File: src/tulru_pkg.sv
// Shared types, constants and codes for the texture unit binding allocator.
`timescale 1ns / 1ps
`default_nettype none

package tulru_pkg;

  localparam int UNITS    = 16;
  localparam int UNIT_W   = $clog2(UNITS);
  localparam int CNT_W    = $clog2(UNITS + 1);
  localparam int HANDLE_W = 32;
  localparam int MODE_W   = 3;

  // Request modes
  localparam logic [MODE_W-1:0] MODE_AUTO      = 3'd0;
  localparam logic [MODE_W-1:0] MODE_BIND_SEL  = 3'd1;
  localparam logic [MODE_W-1:0] MODE_BIND_CUR  = 3'd2;
  localparam logic [MODE_W-1:0] MODE_UNBIND    = 3'd3;
  localparam logic [MODE_W-1:0] MODE_SET_ACT   = 3'd4;

  typedef logic [UNIT_W-1:0]   unit_t;
  typedef logic [HANDLE_W-1:0] handle_t;
  typedef unit_t [UNITS-1:0]   order_t;

  typedef enum logic [2:0] {
    ST_IDLE,
    ST_LOOKUP,
    ST_FREE_TGT,
    ST_FREE_OTHER,
    ST_BIND,
    ST_DONE
  } state_e;

  typedef enum logic [2:0] {
    CMD_NONE,
    CMD_CAPTURE,
    CMD_LOOKUP,
    CMD_FREE_TGT,
    CMD_FREE_OTHER,
    CMD_BIND,
    CMD_PUBLISH
  } cmd_e;

  typedef struct packed {
    logic free_tgt;
    logic free_other;
    logic do_bind;
  } plan_t;

  typedef struct packed {
    plan_t plan;
    logic  out_busy;
  } status_t;

endpackage

`default_nettype wire

File: src/texture_unit_binding_lru_top.sv
// Top level of the texture unit binding allocator: sequencer plus datapath.
//
// Usage:
//   Requests arrive on the input channel (in_valid_i / in_stall_o with mode_i,
//   handle_i, unit_select_i); a transfer happens on a clock edge with valid
//   high and stall low. Each request gives exactly one result transfer on the
//   output channel (out_valid_o / out_stall_i). unit_count is written through
//   cfg_we_i / cfg_wdata_i while the block is idle; it applies to the next request.
// Timing:
//   One request at a time: the parallel handle match and plan (LOOKUP), then
//   each order move in its own state (free old handle, free previous holder,
//   bind and move to back: zero to three of them), then the load of the output
//   register (DONE). Input stall is high from the transfer until the result is
//   loaded into the output register.
// Stall and reset:
//   While the receiver stalls, the result holds in the output register and
//   the next request waits to load. Reset (rst_ni low) clears all bindings,
//   restores ascending recency order, active unit 0 and unit_count 16.
`timescale 1ns / 1ps
`default_nettype none

module texture_unit_binding_lru_top (
  input  logic                                  clk_i,
  input  logic                                  rst_ni,
  input  logic                                  cfg_we_i,
  input  logic [tulru_pkg::CNT_W-1:0]           cfg_wdata_i,
  input  logic                                  in_valid_i,
  output logic                                  in_stall_o,
  input  logic [tulru_pkg::MODE_W-1:0]          mode_i,
  input  logic [tulru_pkg::HANDLE_W-1:0]        handle_i,
  input  logic [tulru_pkg::UNIT_W-1:0]          unit_select_i,
  output logic                                  out_valid_o,
  input  logic                                  out_stall_i,
  output logic [tulru_pkg::UNIT_W-1:0]          unit_out_o,
  output logic                                  hit_o,
  output logic                                  issue_bind_o,
  output logic                                  issue_activate_o,
  output logic                                  error_o,
  output logic [tulru_pkg::UNIT_W-1:0]          active_now_o
);

  tulru_pkg::cmd_e    cmd;
  tulru_pkg::status_t status;

  tulru_ctrl u_ctrl (
    .clk_i      (clk_i),
    .rst_ni     (rst_ni),
    .in_valid_i (in_valid_i),
    .status_i   (status),
    .in_stall_o (in_stall_o),
    .cmd_o      (cmd)
  );

  tulru_dp u_dp (
    .clk_i            (clk_i),
    .rst_ni           (rst_ni),
    .cmd_i            (cmd),
    .status_o         (status),
    .cfg_we_i         (cfg_we_i),
    .cfg_wdata_i      (cfg_wdata_i),
    .mode_i           (mode_i),
    .handle_i         (handle_i),
    .unit_select_i    (unit_select_i),
    .out_valid_o      (out_valid_o),
    .out_stall_i      (out_stall_i),
    .unit_out_o       (unit_out_o),
    .hit_o            (hit_o),
    .issue_bind_o     (issue_bind_o),
    .issue_activate_o (issue_activate_o),
    .error_o          (error_o),
    .active_now_o     (active_now_o)
  );

`ifndef NO_ASSERTIONS
  // a rejected request reports nothing else
  assert property (@(posedge clk_i) disable iff (!rst_ni)
    out_valid_o && error_o |-> !hit_o && !issue_bind_o && !issue_activate_o)
    else $error("error result carries other flags");

  // a real bind is never also a hit
  assert property (@(posedge clk_i) disable iff (!rst_ni)
    out_valid_o && issue_bind_o |-> !hit_o)
    else $error("bind and hit both set");

  // an input transfer starts the lookup in the next cycle
  assert property (@(posedge clk_i) disable iff (!rst_ni)
    in_valid_i && !in_stall_o |=> cmd == tulru_pkg::CMD_LOOKUP && in_stall_o)
    else $error("lookup did not follow input transfer");

  // a result is loaded only when the output register is free
  assert property (@(posedge clk_i) disable iff (!rst_ni)
    cmd == tulru_pkg::CMD_PUBLISH |-> !(out_valid_o && out_stall_i))
    else $error("result overwritten while stalled");
`endif

endmodule

`default_nettype wire

File: src/tulru_ctrl.sv
// Sequencer for the binding allocator: steps each request through lookup and order moves.
`timescale 1ns / 1ps
`default_nettype none

module tulru_ctrl (
  input  logic               clk_i,
  input  logic               rst_ni,
  input  logic               in_valid_i,
  input  tulru_pkg::status_t status_i,
  output logic               in_stall_o,
  output tulru_pkg::cmd_e    cmd_o
);

  tulru_pkg::state_e state_q, state_d;

  always_ff @(posedge clk_i or negedge rst_ni) begin
    if (!rst_ni) begin
      state_q <= tulru_pkg::ST_IDLE;
    end else begin
      state_q <= state_d;
    end
  end

  // next state
  always_comb begin
    state_d = state_q;
    unique case (state_q)
      tulru_pkg::ST_IDLE: begin
        if (in_valid_i) state_d = tulru_pkg::ST_LOOKUP;
      end
      tulru_pkg::ST_LOOKUP: begin
        priority if (status_i.plan.free_tgt)   state_d = tulru_pkg::ST_FREE_TGT;
        else if (status_i.plan.free_other)     state_d = tulru_pkg::ST_FREE_OTHER;
        else if (status_i.plan.do_bind)        state_d = tulru_pkg::ST_BIND;
        else                                   state_d = tulru_pkg::ST_DONE;
      end
      tulru_pkg::ST_FREE_TGT: begin
        priority if (status_i.plan.free_other) state_d = tulru_pkg::ST_FREE_OTHER;
        else if (status_i.plan.do_bind)        state_d = tulru_pkg::ST_BIND;
        else                                   state_d = tulru_pkg::ST_DONE;
      end
      tulru_pkg::ST_FREE_OTHER: begin
        if (status_i.plan.do_bind) state_d = tulru_pkg::ST_BIND;
        else                       state_d = tulru_pkg::ST_DONE;
      end
      tulru_pkg::ST_BIND: begin
        state_d = tulru_pkg::ST_DONE;
      end
      tulru_pkg::ST_DONE: begin
        if (!status_i.out_busy) state_d = tulru_pkg::ST_IDLE;
      end
      default: state_d = tulru_pkg::ST_IDLE;
    endcase
  end

  // outputs
  always_comb begin
    cmd_o      = tulru_pkg::CMD_NONE;
    in_stall_o = 1'b1;
    unique case (state_q)
      tulru_pkg::ST_IDLE: begin
        in_stall_o = 1'b0;
        if (in_valid_i) cmd_o = tulru_pkg::CMD_CAPTURE;
      end
      tulru_pkg::ST_LOOKUP:     cmd_o = tulru_pkg::CMD_LOOKUP;
      tulru_pkg::ST_FREE_TGT:   cmd_o = tulru_pkg::CMD_FREE_TGT;
      tulru_pkg::ST_FREE_OTHER: cmd_o = tulru_pkg::CMD_FREE_OTHER;
      tulru_pkg::ST_BIND:       cmd_o = tulru_pkg::CMD_BIND;
      tulru_pkg::ST_DONE: begin
        if (!status_i.out_busy) cmd_o = tulru_pkg::CMD_PUBLISH;
      end
      default: cmd_o = tulru_pkg::CMD_NONE;
    endcase
  end

endmodule

`default_nettype wire

File: src/tulru_dp.sv
// Datapath of the binding allocator: handle table, recency order, active unit, result register.
`timescale 1ns / 1ps
`default_nettype none

module tulru_dp (
  input  logic                                  clk_i,
  input  logic                                  rst_ni,
  input  tulru_pkg::cmd_e                       cmd_i,
  output tulru_pkg::status_t                    status_o,
  input  logic                                  cfg_we_i,
  input  logic [tulru_pkg::CNT_W-1:0]           cfg_wdata_i,
  input  logic [tulru_pkg::MODE_W-1:0]          mode_i,
  input  tulru_pkg::handle_t                    handle_i,
  input  tulru_pkg::unit_t                      unit_select_i,
  output logic                                  out_valid_o,
  input  logic                                  out_stall_i,
  output tulru_pkg::unit_t                      unit_out_o,
  output logic                                  hit_o,
  output logic                                  issue_bind_o,
  output logic                                  issue_activate_o,
  output logic                                  error_o,
  output tulru_pkg::unit_t                      active_now_o
);

  function automatic tulru_pkg::unit_t find_pos(tulru_pkg::order_t ord, tulru_pkg::unit_t u);
    tulru_pkg::unit_t pos;
    pos = '0;
    for (int i = 0; i < tulru_pkg::UNITS; i++) begin
      if (ord[i] == u) pos = tulru_pkg::UNIT_W'(i);
    end
    return pos;
  endfunction

  function automatic tulru_pkg::order_t move_front(tulru_pkg::order_t ord, tulru_pkg::unit_t u);
    tulru_pkg::order_t res;
    tulru_pkg::unit_t  pos;
    pos    = find_pos(ord, u);
    res[0] = u;
    for (int i = 1; i < tulru_pkg::UNITS; i++) begin
      if (tulru_pkg::UNIT_W'(i) <= pos) res[i] = ord[i-1];
      else                              res[i] = ord[i];
    end
    return res;
  endfunction

  function automatic tulru_pkg::order_t move_back(tulru_pkg::order_t ord, tulru_pkg::unit_t u);
    tulru_pkg::order_t res;
    tulru_pkg::unit_t  pos;
    pos = find_pos(ord, u);
    res[tulru_pkg::UNITS-1] = u;
    for (int i = 0; i < tulru_pkg::UNITS - 1; i++) begin
      if (tulru_pkg::UNIT_W'(i) >= pos) res[i] = ord[i+1];
      else                              res[i] = ord[i];
    end
    return res;
  endfunction

  // captured request
  logic [tulru_pkg::MODE_W-1:0] mode_q;
  tulru_pkg::handle_t           h_q;
  tulru_pkg::unit_t             sel_q;
  logic [tulru_pkg::CNT_W-1:0]  cnt_q;

  // block state
  tulru_pkg::handle_t bound_q [tulru_pkg::UNITS];
  tulru_pkg::handle_t bound_d [tulru_pkg::UNITS];
  tulru_pkg::order_t  order_q, order_d;
  tulru_pkg::unit_t   cur_q, cur_d;

  // per-item plan and pending result
  tulru_pkg::unit_t tgt_q, tgt_d, other_q;
  tulru_pkg::plan_t plan_q, plan_d;
  tulru_pkg::unit_t res_unit_q, res_unit_d;
  logic res_hit_q, res_hit_d, res_bind_q, res_bind_d;
  logic res_act_q, res_act_d, res_err_q, res_err_d;

  // output register
  logic             out_valid_q;
  tulru_pkg::unit_t out_unit_q, out_act_unit_q;
  logic out_hit_q, out_bind_q, out_act_q, out_err_q;

  // lookup terms
  logic [tulru_pkg::CNT_W-1:0] n_eff;
  logic                        found;
  tulru_pkg::unit_t            fidx, pick, u_req;
  tulru_pkg::handle_t          bu;

  always_comb begin
    if (cnt_q == '0)                                     n_eff = tulru_pkg::CNT_W'(1);
    else if (cnt_q > tulru_pkg::CNT_W'(tulru_pkg::UNITS)) n_eff = tulru_pkg::CNT_W'(tulru_pkg::UNITS);
    else                                                  n_eff = cnt_q;
  end

  // parallel handle match, lowest unit wins
  always_comb begin
    found = 1'b0;
    fidx  = '0;
    for (int i = tulru_pkg::UNITS - 1; i >= 0; i--) begin
      if (h_q != '0 && bound_q[i] == h_q) begin
        found = 1'b1;
        fidx  = tulru_pkg::UNIT_W'(i);
      end
    end
  end

  // first unit in recency order that is in use
  always_comb begin
    pick = order_q[0];
    for (int p = tulru_pkg::UNITS - 1; p >= 0; p--) begin
      if (tulru_pkg::CNT_W'(order_q[p]) < n_eff) pick = order_q[p];
    end
  end

  always_comb begin
    unique case (mode_q)
      tulru_pkg::MODE_AUTO:     u_req = pick;
      tulru_pkg::MODE_BIND_SEL: u_req = sel_q;
      tulru_pkg::MODE_BIND_CUR: u_req = cur_q;
      default:                  u_req = sel_q;
    endcase
    bu = bound_q[u_req];
  end

  // plan for this request
  always_comb begin
    plan_d     = '0;
    tgt_d      = u_req;
    res_unit_d = '0;
    res_hit_d  = 1'b0;
    res_bind_d = 1'b0;
    res_act_d  = 1'b0;
    res_err_d  = 1'b0;
    cur_d      = cur_q;
    unique case (mode_q)
      tulru_pkg::MODE_AUTO: begin
        if (h_q == '0) begin
          res_err_d = 1'b1;
        end else if (found) begin
          res_unit_d = fidx;
          res_hit_d  = 1'b1;
        end else begin
          res_unit_d      = u_req;
          res_act_d       = (cur_q != u_req);
          cur_d           = u_req;
          res_bind_d      = 1'b1;
          plan_d.free_tgt = (bu != '0);
          plan_d.do_bind  = 1'b1;
        end
      end
      tulru_pkg::MODE_BIND_SEL, tulru_pkg::MODE_BIND_CUR: begin
        if (h_q == '0 || tulru_pkg::CNT_W'(u_req) >= n_eff) begin
          res_err_d = 1'b1;
        end else begin
          res_unit_d = u_req;
          res_act_d  = (cur_q != u_req);
          cur_d      = u_req;
          if (bu == h_q) begin
            res_hit_d = 1'b1;
          end else begin
            res_bind_d        = 1'b1;
            plan_d.free_tgt   = (bu != '0);
            plan_d.free_other = found;
            plan_d.do_bind    = 1'b1;
          end
        end
      end
      tulru_pkg::MODE_UNBIND: begin
        tgt_d = fidx;
        if (found) begin
          res_unit_d      = fidx;
          res_hit_d       = 1'b1;
          plan_d.free_tgt = 1'b1;
        end
      end
      tulru_pkg::MODE_SET_ACT: begin
        if (tulru_pkg::CNT_W'(sel_q) >= n_eff) begin
          res_err_d = 1'b1;
        end else begin
          res_unit_d = sel_q;
          res_act_d  = (cur_q != sel_q);
          cur_d      = sel_q;
        end
      end
      default: res_err_d = 1'b1;
    endcase
  end

  // table and order updates
  always_comb begin
    bound_d = bound_q;
    order_d = order_q;
    unique case (cmd_i)
      tulru_pkg::CMD_FREE_TGT: begin
        bound_d[tgt_q] = '0;
        order_d        = move_front(order_q, tgt_q);
      end
      tulru_pkg::CMD_FREE_OTHER: begin
        bound_d[other_q] = '0;
        order_d          = move_front(order_q, other_q);
      end
      tulru_pkg::CMD_BIND: begin
        bound_d[tgt_q] = h_q;
        order_d        = move_back(order_q, tgt_q);
      end
      default: ;
    endcase
  end

  always_ff @(posedge clk_i or negedge rst_ni) begin
    if (!rst_ni) begin
      cnt_q       <= tulru_pkg::CNT_W'(tulru_pkg::UNITS);
      cur_q       <= '0;
      plan_q      <= '0;
      out_valid_q <= 1'b0;
      for (int i = 0; i < tulru_pkg::UNITS; i++) begin
        bound_q[i] <= '0;
        order_q[i] <= tulru_pkg::UNIT_W'(i);
      end
    end else begin
      if (cfg_we_i) cnt_q <= cfg_wdata_i;
      bound_q <= bound_d;
      order_q <= order_d;
      if (cmd_i == tulru_pkg::CMD_LOOKUP) begin
        cur_q  <= cur_d;
        plan_q <= plan_d;
      end
      if (cmd_i == tulru_pkg::CMD_PUBLISH)   out_valid_q <= 1'b1;
      else if (out_valid_q && !out_stall_i)  out_valid_q <= 1'b0;
    end
  end

  always_ff @(posedge clk_i) begin
    if (cmd_i == tulru_pkg::CMD_CAPTURE) begin
      mode_q <= mode_i;
      h_q    <= handle_i;
      sel_q  <= unit_select_i;
    end
    if (cmd_i == tulru_pkg::CMD_LOOKUP) begin
      tgt_q      <= tgt_d;
      other_q    <= fidx;
      res_unit_q <= res_unit_d;
      res_hit_q  <= res_hit_d;
      res_bind_q <= res_bind_d;
      res_act_q  <= res_act_d;
      res_err_q  <= res_err_d;
    end
    if (cmd_i == tulru_pkg::CMD_PUBLISH) begin
      out_unit_q     <= res_unit_q;
      out_hit_q      <= res_hit_q;
      out_bind_q     <= res_bind_q;
      out_act_q      <= res_act_q;
      out_err_q      <= res_err_q;
      out_act_unit_q <= cur_q;
    end
  end

  always_comb begin
    status_o.plan     = (cmd_i == tulru_pkg::CMD_LOOKUP) ? plan_d : plan_q;
    status_o.out_busy = out_valid_q && out_stall_i;
  end

  assign out_valid_o      = out_valid_q;
  assign unit_out_o       = out_unit_q;
  assign hit_o            = out_hit_q;
  assign issue_bind_o     = out_bind_q;
  assign issue_activate_o = out_act_q;
  assign error_o          = out_err_q;
  assign active_now_o     = out_act_unit_q;

endmodule

`default_nettype wire

File: config.mk
export PLATFORM = sky130hd
export DESIGN_NAME = texture_unit_binding_lru_top
export DESIGN_NICKNAME = d
export VERILOG_FILES = /design/src/tulru_pkg.sv /design/src/texture_unit_binding_lru_top.sv /design/src/tulru_ctrl.sv /design/src/tulru_dp.sv
export SDC_FILE = /design/constraint.sdc
export NUM_CORES = 2
export LEC_CHECK = 0
export BUFFER_PORTS_ARGS = -buffer_cell sky130_fd_sc_hd__buf_2
export CELL_PAD_IN_SITES_DETAIL_PLACEMENT = 1
export CELL_PAD_IN_SITES_GLOBAL_PLACEMENT = 1
export CORE_AREA = 2 2 354 356
export DETAILED_ROUTE_END_ITERATION = 7
export DIE_AREA = 0 0 356 358
export PLACE_DENSITY = 0.56
export SYNTH_ARGS = -nofsm -noshare
export SYNTH_HDL_FRONTEND = slang
export SYNTH_SLANG_ARGS = --single-unit
File: constraint.sdc
create_clock -name clk_i -period 7.1 [get_ports clk_i]
set_clock_uncertainty 0.1 [all_clocks]
set_input_delay 1.42 -clock clk_i [delete_from_list [all_inputs] [get_ports clk_i]]
set_output_delay 1.42 -clock clk_i [all_outputs]
set_load 0.02 [all_outputs]
# Word level (Yosys, flattened, before mapping)
# Index checks and enable logic that the tools add are counted.
[op_classes] n_lt_le_gt_ge=69 reduce_logical=50 n_bitwise=7 muxes=190 n_eq_ne=115
[ops] operator="512-bit case mux with 3 select lines" n=1
[ops] operator="512-bit AND" n=2
[ops] operator="512-bit inverter" n=2
[ops] operator="32-bit == test" n=17
[ops] operator="512-bit bitwise mux" n=1
[ops] operator="4-bit 2-to-1 mux" n=106
[ops] operator="32-bit demux with 4-bit select" n=2
[ops] operator="64-bit case mux with 3 select lines" n=1
[ops] operator="32-bit binary-select mux with 4-bit select" n=1
[ops] operator="32-bit 2-to-1 mux" n=4
[ops] operator="4-bit == test" n=30
[ops] operator="2-bit by 1-bit != test with 1-bit output, second input constant" n=45
[ops] operator="4-bit by 5-bit less-than comparator with 1-bit output" n=16
[ops] operator="4-bit <= comparator, first input constant" n=16
[ops] operator="32-bit nonzero test" n=2
[ops] operator="4-bit AND reduction" n=14
[ops] operator="3-bit 2-to-1 mux" n=16
[ops] operator="1-bit 2-to-1 mux" n=41
[ops] operator="3-bit case mux with 6 select lines" n=2
[ops] operator="3-bit by 4-bit <= comparator with 1-bit output, first input constant" n=8
[ops] operator="32-bit logical NOT" n=1
[ops] operator="4-bit >= comparator, first input constant" n=7
[ops] operator="1-bit logical AND" n=20
[ops] operator="3-bit by 2-bit == test with 1-bit output, second input constant" n=6
[ops] operator="32 further kinds" n=70
[totals] elab_cells=486 output_inout_bits=14 ff_bits=659

# Logic depth before layout (Yosys ltp)
[depth] word_depth=34 depth_mapped=32

# Hierarchy
# From an unflattened synthesis, not the netlist that was laid out.
[unflattened] hier_cells=4127 area_unflattened_um2=41422.2
[modules_own_cells] module="tulru_dp" cells_each=4091 instances=1 area_per_inst_um2=41158.2
[modules_own_cells] module="tulru_ctrl" cells_each=36 instances=1 area_per_inst_um2=264.0

# Worst setup path before layout
# Ideal clock, no wire load.
[synth_timing] path_kind="reg2reg" start="register u_dp.cnt_q[4] (netlist name)" end="register u_dp.cur_q[2]" path_buffers=8 arrival_ns=6.220 required_ns=6.875 period_less_slack_ns=6.444 path_slack_ns=0.656 stages_incl_launch_ff=30 path_cell_list="dfstp_2 > buf_6 > inv_1 > clkbuf_1 > nand2_1 > ha_1 > a211oi_1 > nor2b_1 > a211o_1 > a2111oi_0 > and3_1 > a221oi_2 > or2_1 > buf_2 > inv_2 > buf_2 > buf_2 > buf_2 > buf_2 > buf_1 > ha_1 > nand2b_1 > a21o_1 > a21o_1 > a21oi_1 > o21a_1 > a2111oi_0 > a31oi_1 > o211a_1 > mux2_2"
[synth_between] elab_chain_cells=25 elab_cells_between_ends=47
[synth_lines] item="start, declared" line="tulru_dp.sv:62" source="logic [tulru_pkg::CNT_W-1:0] cnt_q;"
[synth_lines] item="start signal, assigned" line="tulru_dp.sv:211" source="cnt_q <= tulru_pkg::CNT_W'(tulru_pkg::UNITS);"
[synth_lines] item="start signal, assigned" line="tulru_dp.sv:220" source="if (cfg_we_i) cnt_q <= cfg_wdata_i;"
[synth_lines] item="5-bit greater-than comparator" line="tulru_dp.sv:90" source="else if (cnt_q > tulru_pkg::CNT_W'(tulru_pkg::UNITS)) n_eff = tulru_pkg::CNT_W'(tulru_pkg::UNITS);"
[synth_lines] item="5-bit 2-to-1 mux" line="tulru_dp.sv:90"
[synth_lines] item="5-bit 2-to-1 mux *" line="tulru_dp.sv:89" source="if (cnt_q == '0) n_eff = tulru_pkg::CNT_W'(1);"
[synth_lines] item="4-bit by 5-bit less-than comparator with 1-bit output" line="tulru_dp.sv:110" source="if (tulru_pkg::CNT_W'(order_q[p]) < n_eff) pick = order_q[p];"
[synth_lines] item="4-bit 2-to-1 mux (16 in series)" line="tulru_dp.sv:110"
[synth_lines] item="4-bit case mux with 2 select lines" line="tulru_dp.sv:115" source="unique case (mode_q)"
[synth_lines] item="4-bit by 5-bit >= comparator with 1-bit output" line="tulru_dp.sv:151" source="if (h_q == '0 || tulru_pkg::CNT_W'(u_req) >= n_eff) begin"
[synth_lines] item="1-bit logical OR" line="tulru_dp.sv:151"
[synth_lines] item="2-bit != test (no source line)"
[synth_lines] item="6-bit AND reduction (no source line)"
[synth_lines] item="end signal, assigned" line="tulru_dp.sv:224" source="cur_q <= cur_d;"
[synth_lines] item="end, declared" line="tulru_dp.sv:68" source="tulru_pkg::unit_t cur_q, cur_d;"
# Mark *: on every way between the ends. The rest lies on a longest branch, timed or not. The select of a mux whose other input is x is not followed.
# A chain may end at the register's enable or synchronous reset.

# Final worst setup path
[layout_timing] start="register u_dp.cnt_q[4] (netlist name)" end="register u_ctrl.state_q[0]"
[layout_between] elab_chain_cells=34 elab_cells_between_ends=57
[layout_lines] item="5-bit greater-than comparator" line="tulru_dp.sv:90"
[layout_lines] item="5-bit 2-to-1 mux" line="tulru_dp.sv:90"
[layout_lines] item="5-bit 2-to-1 mux *" line="tulru_dp.sv:89"
[layout_lines] item="4-bit by 5-bit less-than comparator with 1-bit output" line="tulru_dp.sv:110"
[layout_lines] item="4-bit 2-to-1 mux (16 in series)" line="tulru_dp.sv:110"
[layout_lines] item="4-bit case mux with 2 select lines" line="tulru_dp.sv:115"
[layout_lines] item="4-bit inverter with 5-bit output (not written as such)" line="tulru_dp.sv:121" source="bu = bound_q[u_req];"
[layout_lines] item="32-bit binary-select mux with 4-bit select" line="tulru_dp.sv:121"
[layout_lines] item="[... 3 more ...]"
[layout_lines] item="3-bit 2-to-1 mux" line="tulru_dp.sv:157" source="if (bu == h_q) begin"
[layout_lines] item="3-bit 2-to-1 mux" line="tulru_dp.sv:151"
[layout_lines] item="1-bit case mux with 2 select lines" line="tulru_dp.sv:134" source="unique case (mode_q)"
[layout_lines] item="3-bit 2-to-1 mux *" line="tulru_dp.sv:258" source="status_o.plan = (cmd_i == tulru_pkg::CMD_LOOKUP) ? plan_d : plan_q;"
[layout_lines] item="1-bit 2-to-1 mux" line="tulru_ctrl.sv:34, tulru_ctrl.sv:39, tulru_ctrl.sv:43"
[layout_lines] item="3-bit 2-to-1 mux" line="tulru_ctrl.sv:38" source="priority if (status_i.plan.free_other) state_d = tulru_pkg::ST_FREE_OTHER;"
[layout_lines] item="3-bit 2-to-1 mux" line="tulru_ctrl.sv:32" source="priority if (status_i.plan.free_tgt) state_d = tulru_pkg::ST_FREE_TGT;"
[layout_lines] item="3-bit case mux with 6 select lines *" line="tulru_ctrl.sv:27" source="unique case (state_q)"
[layout_lines] item="end signal, assigned" line="tulru_ctrl.sv:18" source="state_q <= tulru_pkg::ST_IDLE;"
[layout_lines] item="end signal, assigned" line="tulru_ctrl.sv:20" source="state_q <= state_d;"
[layout_lines] item="end, declared" line="tulru_ctrl.sv:14" source="tulru_pkg::state_e state_q, state_d;"
# Marked as above.

==> impl_metrics.csv <==
group,metric,value,unit
status,run_status,"finished, final reports clean",
worst_hold_path,hp-class,"reg -> reg",
place,dpl_cell_area,45900,um2
worst_setup_path,start_kind,"flop",
worst_setup_path,critPathLaunch,"u_dp.cnt_q[4]",
cts,clk_path_buf_depth,3,
timing,drv_slew,0,
timing,fin_crit_sh,97.1,%
worst_setup_path,cp_data_arrival_time,7.40,ns
timing,worst_pin_slew,1.28,ns
synth,synth_ff_type,"dfrtp_1",
worst_setup_path,crit_top_cell,"a22oi_1",
layout,final_cell_mix,"597 x xnor2_1, 558 x dfrtp_1, 528 x a22o_1",
cts,cts_made_buffers,84,
worst_hold_path,hold_path_end,"u_dp.unit_out_o[0]",
synth,synth-async-reset-ratio,89.8,%
pwr,p_leak,0.0198,uW
floorplanning,num_io_pins,63,
synth,syn-mean-instance-area,9.69,um2
cts,clk_latency,0.72,ns
worst_setup_path,max_stage_delay,0.64,ns
flow_run,max-cap-violations,0,
cts,clock_sinks,658,
worst_hold_path,whs_path_depth,0,
global_routing,grt_util_met1,46.2,%
worst_setup_path,regToRegSetupSlack,0.21,ns
pwr,p_per_area,523,nW/um2
cts,root_buffer,"clkbuf_16",
floorplanning,die_h,358,um
drt,vias,39602,
floorplanning,dieArea,127000,um2
timing,relSlewSlack,14.6,%
timing,hold_slack,0.318,ns
timing,hold_viol,0,
floorplanning,die_w,356,um
drt,routed_wl,225000,um
worst_setup_path,end_kind,"flop",
floorplanning,coreArea,123000,um2
worst_setup_path,r2r-start,"u_dp.cnt_q[4]",
cts,htreeDepth,3,
place,port-buffer-count,62,
worst_setup_path,critPathKind,"reg -> reg",
layout,final_common_cell,"xnor2_1",
place,post-dp-hpwl,159000,um
timing,finalSetupViolCount,0,
global_routing,grtUsageTotal,34.9,%
floorplanning,start_util,34.8,%
drt,wl_per_cell,37.0,um
cts,hold_buffers,0,
timing,timing.final.ws_setup,0.208,ns
pwr,vdd_drop_max,0.000268,V
global_routing,grtUsageMet2,54.9,%
drt,firstDrtPassIters,5,
worst_setup_path,rr_worst_depth,23,
synth,ys_warn_count,0,
synth,synthesis.area,42900,um2
place,dpl_worst_slack,-0.398,ns
drt,drtAntennaViolNets,0,
drt,drc,0,
pwr,total_power,25600,uW
global_routing,grt_remaining_overflow,0,
worst_hold_path,min_from,"u_dp.res_unit_q[0]",
layout,nets,4493,
worst_setup_path,worst-path-max-fanout,30,
layout,stdcell_area,48900,um2
layout,layout-drive-gt1-share,14.5,%
drt,drtIter0Drc,4110,
synth,ys_ff_latch,658,
synth,synth_edf_count,67,
timing,fmax,145,MHz
synth,syn_inst,4431,
floorplanning,num_rows,129,
worst_setup_path,cp.required,7.61,ns
global_routing,gr-usage-met3,6.13,%
global_routing,antenna_found_initial,12,
synth,yosysSeqAreaShare,39.2,%
cts,cts_tree,"built",
synth,synth_cell_types,101,
worst_setup_path,crit_family,"compound AO/OA/AOI/OAI gates",
worst_setup_path,crit_buf_inv,4,
worst_setup_path,crit_chain,"inv_1 > nand2_2 > ha_1 > nand3_1 > nor4_1 > o21ai_0 > a211o_1 > o211ai_1 > a221oi_2 > or2_4 > clkinv_2 > buf_12 > a21oi_1 > a22oi_1 > xor2_1 > a221oi_1 > o2111ai_1 > a2111oi_2 > nand3_2 > buf_4 > o211ai_2 > a22oi_1 > o41ai_2",
drt,routed_via_density,6.50,
global_routing,grt_pass1_wl,317000,um
synth,synth.net_count,4536,
worst_setup_path,reg2reg_to,"u_ctrl.state_q[0]",
global_routing,grt-busiest-layer,"met2",
timing,fin_crit,6.89,ns
layout,fill_cells,13692,
layout,syn2layout_area_growth,14.0,%
cts,clk_pin_slew_worst_paths,0.07,ns
worst_setup_path,cpMaxStageDelayCell,"nor4_1",
global_routing,grt_max_degree,174,
global_routing,grt_pass1_vias,39530,
place,gp_congestion,1.04,
[state kept, by name (all words and copies together) (netlist names), 5 cells and up]
name	flops
u_dp.bound_q	512
u_dp.cnt_q	5
u_dp.h_q	32
u_dp.order_q	64
[metal layers]
| layer | wire length [um] | share of wire, % |
|---|---|---|
| met5 | 109 | 0.048 |
| met3 | 15700 | 7.0 |
| met2 | 102000 | 45 |
| met4 | 12100 | 5.4 |
| met1 | 95600 | 42 |
[worst reg2reg max path: stages, from the launching register on]
cell	delay, ns
dfstp_2	0.36
inv_1	0.22
nand2_2	0.22
ha_1	0.36
nand3_1	0.10
nor4_1	0.64
o21ai_0	0.25
a211o_1	0.26
o211ai_1	0.46
a221oi_2	0.13
or2_4	0.29
clkinv_2	0.25
buf_12	0.25
a21oi_1	0.10
a22oi_1	0.46
xor2_1	0.13
a221oi_1	0.57
o2111ai_1	0.23
a2111oi_2	0.40
nand3_2	0.27
buf_4	0.23
o211ai_2	0.19
a22oi_1	0.13
o41ai_2	0.20
[per-stage QoR]
step	setup TNS, ns	cells	util [%]
floorplan	0	4431	-
detailed placement	-2.11	5935	37.2
CTS	0	6092	39.6
finish	0	6096	39.7
global route	-0.0133	6093	39.7
global placement	-5.84	5932	37.2
[kinds of logic after synthesis]
family          share of synthesized area [%]
xor+xnor                                 13.9
buf+inv                                  4.90
flops                                    39.2
compound gates                           23.4
fa+ha+maj                                1.63
simple gates                             13.0
mux                                      3.90
[cell usage after synthesis (11+ instances only)]
cell / number / area (um2)
o311ai_0: 11 / 96.3
nand3b_1: 11 / 82.6
nor2_1: 157 / 589
a21o_1: 18 / 135
ha_1: 56 / 701
buf_1: 66 / 248
edfxtp_1: 67 / 2010
or3_1: 40 / 250
buf_6: 12 / 135
and3_1: 61 / 382
o21ai_0: 121 / 606
mux2i_1: 119 / 1190
a22o_1: 528 / 4620
o211a_1: 12 / 120
nand2b_1: 22 / 138
a211o_1: 14 / 123
nor2b_1: 14 / 87.6
dfstp_2: 33 / 867
a221oi_1: 23 / 201
a32oi_1: 13 / 114
o22ai_1: 29 / 181
nor3_1: 58 / 290
or2_2: 13 / 81.3
inv_1: 61 / 229
nor4_1: 79 / 494
buf_2: 51 / 255
o21a_1: 12 / 90.1
o32ai_1: 18 / 158
a31oi_1: 57 / 357
a22oi_1: 29 / 218
and2_1: 23 / 144
o211ai_1: 28 / 210
nand2_1: 302 / 1130
xor2_1: 84 / 736
nand4_1: 167 / 1040
a211oi_1: 80 / 601
xnor2_1: 597 / 5230
clkbuf_1: 310 / 1160
dfrtp_1: 558 / 14000
nand3_1: 71 / 355
mux2_2: 27 / 304
o31ai_1: 11 / 82.6
a2111oi_0: 36 / 315
a21oi_1: 146 / 731
[where the power goes]
part | internal [uW] | switching [uW]
combinational | 5190 | 7560
sequential | 5500 | 2860
clock | 2660 | 1840
[final cells by class]
class | count | area, um2 | area share [%]
repair buffers | 317 | 2490 | 5.10
well taps | 1637 | 2050 | 4.18
flip-flops and latches | 658 | 16800 | 34.4
multi-input cells | 3261 | 24500 | 50.0
clock inverters | 40 | 465 | 0.951
diodes | 3 | 7.51 | 0.0153
clock buffers | 114 | 2370 | 4.84
inverters | 66 | 256 | 0.524
[worst max-delay path by stage]
stage	end	depth (start not counted)
final	u_ctrl.state_q[0]	23
after floorplan	u_dp.cur_q[2]	29
after detailed placement	u_ctrl.state_q[0]	25
after global routing	u_ctrl.state_q[0]	24
after CTS	u_ctrl.state_q[0]	24
after global placement	u_ctrl.state_q[0]	23
[timing repair]
| action | in CTS | in global routing |
|---|---|---|
| setup buffers | 2 | 1 |
| setup endpoints to repair | 7 | 7 |
| gates resized for setup | 13 | 34 |
| gates cloned | 1 | 0 |
| pin swaps | 2 | 4 |
(Power assumes the default switching activity.)
